--- config.mk ---
export PLATFORM = sky130hd
export DESIGN_NAME = elevator_order_scheduler
export DESIGN_NICKNAME = d
export VERILOG_FILES = /design/src/eos_pkg.sv /design/src/eos_scan.sv /design/src/eos_tick.sv /design/src/elevator_order_scheduler.sv
export VERILOG_INCLUDE_DIRS = /design/src /design/src/src
export SDC_FILE = /design/constraint.sdc
export NUM_CORES = 1
export LEC_CHECK = 0
export BUFFER_PORTS_ARGS = -buffer_cell sky130_fd_sc_hd__buf_2
export CAP_MARGIN = 20
export CELL_PAD_IN_SITES_DETAIL_PLACEMENT = 1
export CELL_PAD_IN_SITES_GLOBAL_PLACEMENT = 2
export CORE_MARGIN = 4
export CORE_UTILIZATION = 41
export DETAILED_ROUTE_END_ITERATION = 10
export PLACE_DENSITY_LB_ADDON = 0.1
export SETUP_SLACK_MARGIN = 0.5
export SLEW_MARGIN = 25
export SYNTH_ARGS = -nofsm -noshare
export SYNTH_HDL_FRONTEND = slang
export SYNTH_HIERARCHICAL = 1
export SYNTH_SLANG_ARGS = --single-unit
--- constraint.sdc ---
create_clock -name clk_i -period 7.92 [get_ports clk_i]
set_input_delay 0.396 -clock clk_i [delete_from_list [all_inputs] [get_ports clk_i]]
set_output_delay 0.396 -clock clk_i [all_outputs]
set_load 0.01 [all_outputs]
--- src/elevator_order_scheduler_defines.svh ---
// ----------------------------------------------------------------------------
// elevator order scheduler assertion macros
// shared concurrent assertion helpers, clocked on clk_i, off during reset
// ----------------------------------------------------------------------------
`ifndef ELEVATOR_ORDER_SCHEDULER_DEFINES_SVH
`define ELEVATOR_ORDER_SCHEDULER_DEFINES_SVH

// property holds in every cycle once out of reset
`define EOS_ASSERT(lbl, prop, msg) \
  lbl: assert property (@(posedge clk_i) disable iff (!rst_ni) (prop)) else $error(msg);

// antecedent implies consequent in the same cycle
`define EOS_ASSERT_IMP(lbl, ante, cons, msg) \
  lbl: assert property (@(posedge clk_i) disable iff (!rst_ni) (ante) |-> (cons)) \
    else $error(msg);

`endif

--- src/eos_pkg.sv ---
// ----------------------------------------------------------------------------
// eos_pkg
// shared types and codes of the elevator order scheduler
// ----------------------------------------------------------------------------
package eos_pkg;

  localparam int unsigned FieldW = 4;
  localparam int unsigned FloorW = 2;

  typedef logic [FieldW-1:0] mask_t;
  typedef logic [FloorW-1:0] floor_t;

  typedef enum logic [2:0] {
    HEAD_IDLE = 3'b001,
    HEAD_UP   = 3'b010,
    HEAD_DOWN = 3'b100
  } heading_e;

  typedef enum logic [1:0] {
    MOTOR_STOP = 2'd0,
    MOTOR_UP   = 2'd1,
    MOTOR_DOWN = 2'd2
  } motor_e;

  typedef struct packed {
    mask_t  up;
    mask_t  down;
    mask_t  cabin;
    logic   sensor_valid;
    floor_t sensor_floor;
  } tick_in_t;

  typedef struct packed {
    motor_e motor_cmd;
    logic   moving;
    logic   stop_here;
    logic   fresh_order;
    mask_t  up_lights;
    mask_t  down_lights;
    mask_t  cabin_lights;
    floor_t goal_floor;
  } result_t;

endpackage

--- src/eos_scan.sv ---
// ----------------------------------------------------------------------------
// eos_scan
// ascending target scan over the floors with a pending order
// ----------------------------------------------------------------------------
module eos_scan #(
  parameter int unsigned ORDER_W = 4
) (
  input  logic [ORDER_W-1:0] any_orders_i,
  input  eos_pkg::floor_t    target_i,
  input  eos_pkg::heading_e  heading_i,
  output eos_pkg::floor_t    target_o
);
  import eos_pkg::*;

  always_comb begin
    floor_t t;
    t = target_i;
    for (int i = 0; i < int'(ORDER_W); i++) begin
      if (any_orders_i[i]) begin
        if ((floor_t'(i) > t) && (heading_i != HEAD_DOWN)) begin
          t = floor_t'(i);
        end else if ((floor_t'(i) < t) && (heading_i != HEAD_UP)) begin
          t = floor_t'(i);
        end
      end
    end
    target_o = t;
  end

endmodule

--- src/eos_tick.sv ---
// ----------------------------------------------------------------------------
// eos_tick
// next state and result of one control tick
// ----------------------------------------------------------------------------
module eos_tick #(
  parameter int unsigned ORDER_W = 4
) (
  input  eos_pkg::tick_in_t  tick_i,
  input  logic [ORDER_W-1:0] up_i,
  input  logic [ORDER_W-1:0] down_i,
  input  logic [ORDER_W-1:0] cabin_i,
  input  eos_pkg::floor_t    target_i,
  input  eos_pkg::floor_t    present_i,
  input  eos_pkg::heading_e  heading_i,
  output logic [ORDER_W-1:0] up_o,
  output logic [ORDER_W-1:0] down_o,
  output logic [ORDER_W-1:0] cabin_o,
  output eos_pkg::floor_t    target_o,
  output eos_pkg::floor_t    present_o,
  output eos_pkg::heading_e  heading_o,
  output eos_pkg::result_t   result_o
);
  import eos_pkg::*;

  logic [ORDER_W-1:0] up_press, down_press, cabin_press;
  logic [ORDER_W-1:0] up_m, down_m, cabin_m;
  logic [ORDER_W-1:0] sel;
  logic               at_floor;
  logic               stop;
  floor_t             target_n;
  motor_e             motor;

  assign up_press    = ORDER_W'(tick_i.up);
  assign down_press  = ORDER_W'(tick_i.down);
  assign cabin_press = ORDER_W'(tick_i.cabin);

  assign up_m    = up_i | up_press;
  assign down_m  = down_i | down_press;
  assign cabin_m = cabin_i | cabin_press;

  // sensor beyond the shaft counts as no sensor
  assign at_floor  = tick_i.sensor_valid && (int'(tick_i.sensor_floor) < int'(ORDER_W));
  assign present_o = at_floor ? tick_i.sensor_floor : present_i;

  eos_scan #(
    .ORDER_W(ORDER_W)
  ) u_scan (
    .any_orders_i(up_m | down_m | cabin_m),
    .target_i    (target_i),
    .heading_i   (heading_i),
    .target_o    (target_n)
  );

  assign sel  = at_floor ? (ORDER_W'(1) << tick_i.sensor_floor) : '0;
  assign stop = ((cabin_m & sel) != '0)
             || (((up_m & sel) != '0) && (target_n >= tick_i.sensor_floor))
             || (((down_m & sel) != '0) && (target_n <= tick_i.sensor_floor));

  assign up_o     = stop ? (up_m & ~sel) : up_m;
  assign down_o   = stop ? (down_m & ~sel) : down_m;
  assign cabin_o  = stop ? (cabin_m & ~sel) : cabin_m;
  assign target_o = target_n;

  always_comb begin
    if (target_n > present_o) begin
      heading_o = HEAD_UP;
    end else if (target_n < present_o) begin
      heading_o = HEAD_DOWN;
    end else begin
      heading_o = HEAD_IDLE;
    end
  end

  always_comb begin
    case (heading_o)
      HEAD_UP:   motor = MOTOR_UP;
      HEAD_DOWN: motor = MOTOR_DOWN;
      default:   motor = MOTOR_STOP;
    endcase
    if (stop) begin
      motor = MOTOR_STOP;
    end
  end

  assign result_o.motor_cmd    = motor;
  assign result_o.moving       = (motor != MOTOR_STOP);
  assign result_o.stop_here    = stop;
  assign result_o.fresh_order  = ((up_press & ~up_i) | (down_press & ~down_i)
                                 | (cabin_press & ~cabin_i)) != '0;
  assign result_o.up_lights    = FieldW'(up_o);
  assign result_o.down_lights  = FieldW'(down_o);
  assign result_o.cabin_lights = FieldW'(cabin_o);
  assign result_o.goal_floor   = target_n;

endmodule

--- src/elevator_order_scheduler.sv ---
// path: an accepted item is held in the input stage, then its result in the result register
// throughput: one item per cycle unless the result is stalled; the order, target and
//   heading registers load in the same cycle as the result, so ticks run back to back
// reset (rst_ni low, asynchronous): orders cleared, target and present floor 0,
//   heading idle, input and result stages empty
// ----------------------------------------------------------------------------
// elevator_order_scheduler
// collective control order scheduler: merges button presses into per-floor
// orders, picks a target floor, decides stops and drives the motor command
// ----------------------------------------------------------------------------
module elevator_order_scheduler #(
  parameter int unsigned FLOORS = 4
) (
  input  logic                clk_i,
  input  logic                rst_ni,
  // tick input channel
  input  logic                in_valid_i,
  output logic                in_stall_o,
  input  eos_pkg::mask_t      up_press_i,
  input  eos_pkg::mask_t      down_press_i,
  input  eos_pkg::mask_t      cabin_press_i,
  input  logic                sensor_valid_i,
  input  eos_pkg::floor_t     sensor_floor_i,
  // result channel
  output logic                out_valid_o,
  input  logic                out_stall_i,
  output logic [1:0]          motor_cmd_o,
  output logic                moving_o,
  output logic                stop_here_o,
  output logic                fresh_order_o,
  output eos_pkg::mask_t      up_lights_o,
  output eos_pkg::mask_t      down_lights_o,
  output eos_pkg::mask_t      cabin_lights_o,
  output eos_pkg::floor_t     goal_floor_o
);
  import eos_pkg::*;

  // buttons only reach the first FieldW floors, so wider masks would stay zero
  localparam int unsigned OrderW = (FLOORS < FieldW) ? FLOORS : FieldW;

  `include "elevator_order_scheduler_defines.svh"

  // input stage
  tick_in_t in_q;
  logic     in_valid_q, in_valid_d;
  logic     in_load;

  // scheduler state
  logic [OrderW-1:0] up_q, up_d;
  logic [OrderW-1:0] down_q, down_d;
  logic [OrderW-1:0] cabin_q, cabin_d;
  floor_t            target_q, target_d;
  floor_t            present_q, present_d;
  heading_e          heading_q, heading_d;

  // result stage
  result_t  out_q, out_d;
  logic     out_valid_q, out_valid_d;
  logic     out_free;
  logic     advance;

  // the result register is free when empty or being taken this cycle
  assign out_free   = !out_valid_q || !out_stall_i;
  assign advance    = in_valid_q && out_free;
  assign in_stall_o = in_valid_q && !out_free;
  assign in_load    = in_valid_i && !in_stall_o;

  assign in_valid_d  = in_load ? 1'b1 : (advance ? 1'b0 : in_valid_q);
  assign out_valid_d = advance || (out_valid_q && out_stall_i);

  always_ff @(posedge clk_i or negedge rst_ni) begin
    if (!rst_ni) begin
      in_valid_q  <= 1'b0;
      out_valid_q <= 1'b0;
    end else begin
      in_valid_q  <= in_valid_d;
      out_valid_q <= out_valid_d;
    end
  end

  // input payload, no reset needed
  always_ff @(posedge clk_i) begin
    if (in_load) begin
      in_q.up           <= up_press_i;
      in_q.down         <= down_press_i;
      in_q.cabin        <= cabin_press_i;
      in_q.sensor_valid <= sensor_valid_i;
      in_q.sensor_floor <= sensor_floor_i;
    end
  end

  // one tick of combinational work between the input and result registers
  eos_tick #(
    .ORDER_W(OrderW)
  ) u_tick (
    .tick_i   (in_q),
    .up_i     (up_q),
    .down_i   (down_q),
    .cabin_i  (cabin_q),
    .target_i (target_q),
    .present_i(present_q),
    .heading_i(heading_q),
    .up_o     (up_d),
    .down_o   (down_d),
    .cabin_o  (cabin_d),
    .target_o (target_d),
    .present_o(present_d),
    .heading_o(heading_d),
    .result_o (out_d)
  );

  // state moves only when a tick's result goes into the result register
  always_ff @(posedge clk_i or negedge rst_ni) begin
    if (!rst_ni) begin
      up_q      <= '0;
      down_q    <= '0;
      cabin_q   <= '0;
      target_q  <= '0;
      present_q <= '0;
      heading_q <= HEAD_IDLE;
    end else if (advance) begin
      up_q      <= up_d;
      down_q    <= down_d;
      cabin_q   <= cabin_d;
      target_q  <= target_d;
      present_q <= present_d;
      heading_q <= heading_d;
    end
  end

  // result payload holds while stalled
  always_ff @(posedge clk_i) begin
    if (advance) begin
      out_q <= out_d;
    end
  end

  assign out_valid_o    = out_valid_q;
  assign motor_cmd_o    = out_q.motor_cmd;
  assign moving_o       = out_q.moving;
  assign stop_here_o    = out_q.stop_here;
  assign fresh_order_o  = out_q.fresh_order;
  assign up_lights_o    = out_q.up_lights;
  assign down_lights_o  = out_q.down_lights;
  assign cabin_lights_o = out_q.cabin_lights;
  assign goal_floor_o   = out_q.goal_floor;

  // a stopping cabin never drives the motor
  `EOS_ASSERT_IMP(a_stop_no_motor, out_valid_q && out_q.stop_here,
                  out_q.motor_cmd == MOTOR_STOP, "motor driven on a stop tick")
  // the shown lights are the live order state
  `EOS_ASSERT_IMP(a_lights_match, out_valid_q,
                  (out_q.up_lights == FieldW'(up_q)) && (out_q.down_lights == FieldW'(down_q))
                  && (out_q.cabin_lights == FieldW'(cabin_q)),
                  "lights differ from order state")
  // heading agrees with target and present floor
  `EOS_ASSERT_IMP(a_heading_up, heading_q == HEAD_UP, target_q > present_q,
                  "heading up without a higher target")
  `EOS_ASSERT_IMP(a_heading_down, heading_q == HEAD_DOWN, target_q < present_q,
                  "heading down without a lower target")

endmodule
==> impl_metrics.json <==
{
  "core_sq_um": 6060,
  "ios": 40,
  "dr.first_iter.drc_count": 68,
  "die_area_sq_um": 7710,
  "mostFrequentLayoutCells": "buf_2, edfxtp_1, nor2_1",
  "insertion_delay_ns": 0.30,
  "syn_area_sq_um": 2610,
  "dieHeight_um": 87.8,
  "dp_cells": 306,
  "whs_ns": 0.0607,
  "fin_crit_sh": 0.425,
  "instances_no_fill": 314,
  "ys_warn_count": 6,
  "clock-root-buffer": "clkbuf_8",
  "cts_setup_buffers": 0,
  "cts.path.max_buffers": 2,
  "num_rows": 28,
  "hold_violations": 0,
  "ir_worst_vdd_v": 0.000135,
  "drt-vias-per-instance": 5.33,
  "overflow": 0,
  "gp_congestion": 0.744,
  "worst_slew_pin_slew_ns": 0.772,
  "nets": 261,
  "tns_ns": 0,
  "ys_seq_area_frac": 0.593,
  "grtUsageTotal": 0.153,
  "final_antenna_net_count": 0,
  "synth_area_leaders": "edfxtp_1, dfrtp_1, mux2_2, buf_4, nor2_1",
  "setup_viol": 0,
  "synthFlopType": "edfxtp_1",
  "synth_seq_cells": 55,
  "layout_commonest_cell": "buf_2",
  "skew_ns": 0.00733,
  "slew_violations": 0,
  "grt_max_degree": 39,
  "dp_hpwl_mm": 4.09,
  "hold_class": "in -> async",
  "dp_slack_ns": 4.69,
  "syn_area_per_cell_sq_um": 12.4,
  "arrival_ns": 3.61,
  "synthArstFlopShare": 0.382,
  "setup_ws_ns": 4.56,
  "drc_errors": 0,
  "num_vias": 1674,
  "critical_path_required_ns": 8.17,
  "cts_tree": "yes",
  "rsz0062_at_grt": "no",
  "total_leakage_power_uw": 0.00116,
  "start_util": 0.431,
  "drv_cap": 0,
  "port_buffers": 39,
  "postLayoutCoreUtil": 0.479,
  "startpoint_type": "register",
  "cp_max_fo": 6,
  "powerDensity_nw_per_um2": 284,
  "timing.fmax_ghz": 0.297,
  "layout-drive-gt1-share": 0.314,
  "synth-edff-count": 34,
  "die_w_um": 87.8,
  "setup.worst_path.class": "reg -> reg",
  "synth_top_area_share": 0.391,
  "path_clk_slew_ns": 0.10,
  "syn-num-nets": 233,
  "synth_area_leader_cell": "edfxtp_1",
  "end_kind": "register",
  "post_synth_num_cell_types": 37,
  "grt_pass1_wl_mm": 8.91,
  "relSlewSlack": 0.486,
  "holdBufCountCts": 0,
  "htreeDepth": 2,
  "drtPass1Iterations": 4,
  "antenna_found_initial": 0,
  "route.detailed.wl_per_inst_um": 17.3,
  "fin_crit_ns": 3.36,
  "grt_pass1_vias": 1776,
  "post_cts_resized": 0,
  "drt_wl_total_mm": 5.43,
  "diodes": 0,
  "syn2layout_area_growth_pct": 11.1,
  "numCtsBuffers": 5,
  "cts.sinks": 55,
  "netlist_instances": 210,
  "status": "completed"
}
==> final cells by class <==
class,count,area (sq um)
timing repair buffer,40,203
clock inverter,3,67.6
tap,75,93.8
inverter,21,78.8
sequential,55,1550
fill,666,3160
clock buffer,5,68.8
multi-input combinational,115,842
==> power by group <==
part	internal, uW	total, uW	leakage [uW]	switching [uW]
registers	365	404	0.000533	38.4
clock network	126	215	0.0000644	88.8
logic	93.6	204	0.000559	111
==> metrics by stage <==
step / total power [uW] / cell area (sq um)
final: 823 / 2900
after global routing: 875 / 2900
after CTS: 832 / 2900
after detailed placement: 615 / 2770
after global placement: 602 / 2770
after floorplan: 567 / 2610
==> worst paths after layout <==
check                      slack, ns                       end  depth (start not counted)                    from
max                             4.56     down_q[3]$_DFFE_PN0P_                         13       in_q[6]$_DFFE_PP_
min                             0.06    cabin_q[3]$_DFFE_PN0P_                          1                  rst_ni
max reg2reg                     4.56     down_q[3]$_DFFE_PN0P_                         13       in_q[6]$_DFFE_PP_
min reg2reg                     0.51     out_valid_o$_DFF_PN0_                          1  in_valid_q$_DFFE_PN0P_
max in group asynchronous       7.50  heading_q[0]$_DFFE_PN1P_                          1                  rst_ni
min in group clk_i              0.26        in_q[11]$_DFFE_PP_                          1           up_press_i[0]
==> flip-flops by register name (all words and copies together) (netlist names), 3 cells and up <==
| register | cells |
|---|---|
| cabin_lights_o | 4 |
| cabin_q | 4 |
| down_lights_o | 4 |
| down_q | 4 |
| heading_q | 3 |
| in_q | 15 |
| up_lights_o | 4 |
| up_q | 4 |
==> layer usage <==
layer / share of wire / track usage / up-vias
met5: 0 / 0 / -
met4: 0.0055 / 0.0418 / 0
met2: 0.49 / 0.260 / 45
met1: 0.45 / 0.201 / 835
li1: - / - / 792
met3: 0.048 / 0.0301 / 2
==> synth_stat cells, types with 2 or more instances <==
cell type	n
edfxtp_1	34
nor2_1	22
dfrtp_1	20
inv_1	20
mux2_2	19
buf_4	17
a21oi_1	13
nand3_1	10
nand2b_1	5
o21ai_0	5
o22ai_1	5
ha_1	4
nand2_1	4
a221oi_1	3
nor3b_1	3
and2_1	2
and3b_1	2
buf_6	2
nor2b_1	2
==> kinds of logic (layout without fill, tap and decap cells) <==
family	after synthesis	after routing	share of synthesized area
simple gates	54	54	0.113
mux	21	21	0.0944
buf+inv	40	69	0.0877
flops	55	55	0.593
compound gates	36	36	0.0934
fa+ha+maj	4	4	0.0192
==> critical path, stage by stage, from the launching register on <==
cell	delay [ns]
edfxtp_1	0.40
nor2_1	0.27
nand3_1	0.21
and2_1	0.21
a2111oi_0	0.53
a32oi_1	0.19
inv_1	0.13
ha_1	0.24
nand2b_1	0.14
a21oi_1	0.20
a31o_4	0.15
nand3_4	0.12
a21oi_1	0.30
mux2_2	0.21
(Power assumes the default switching activity.)
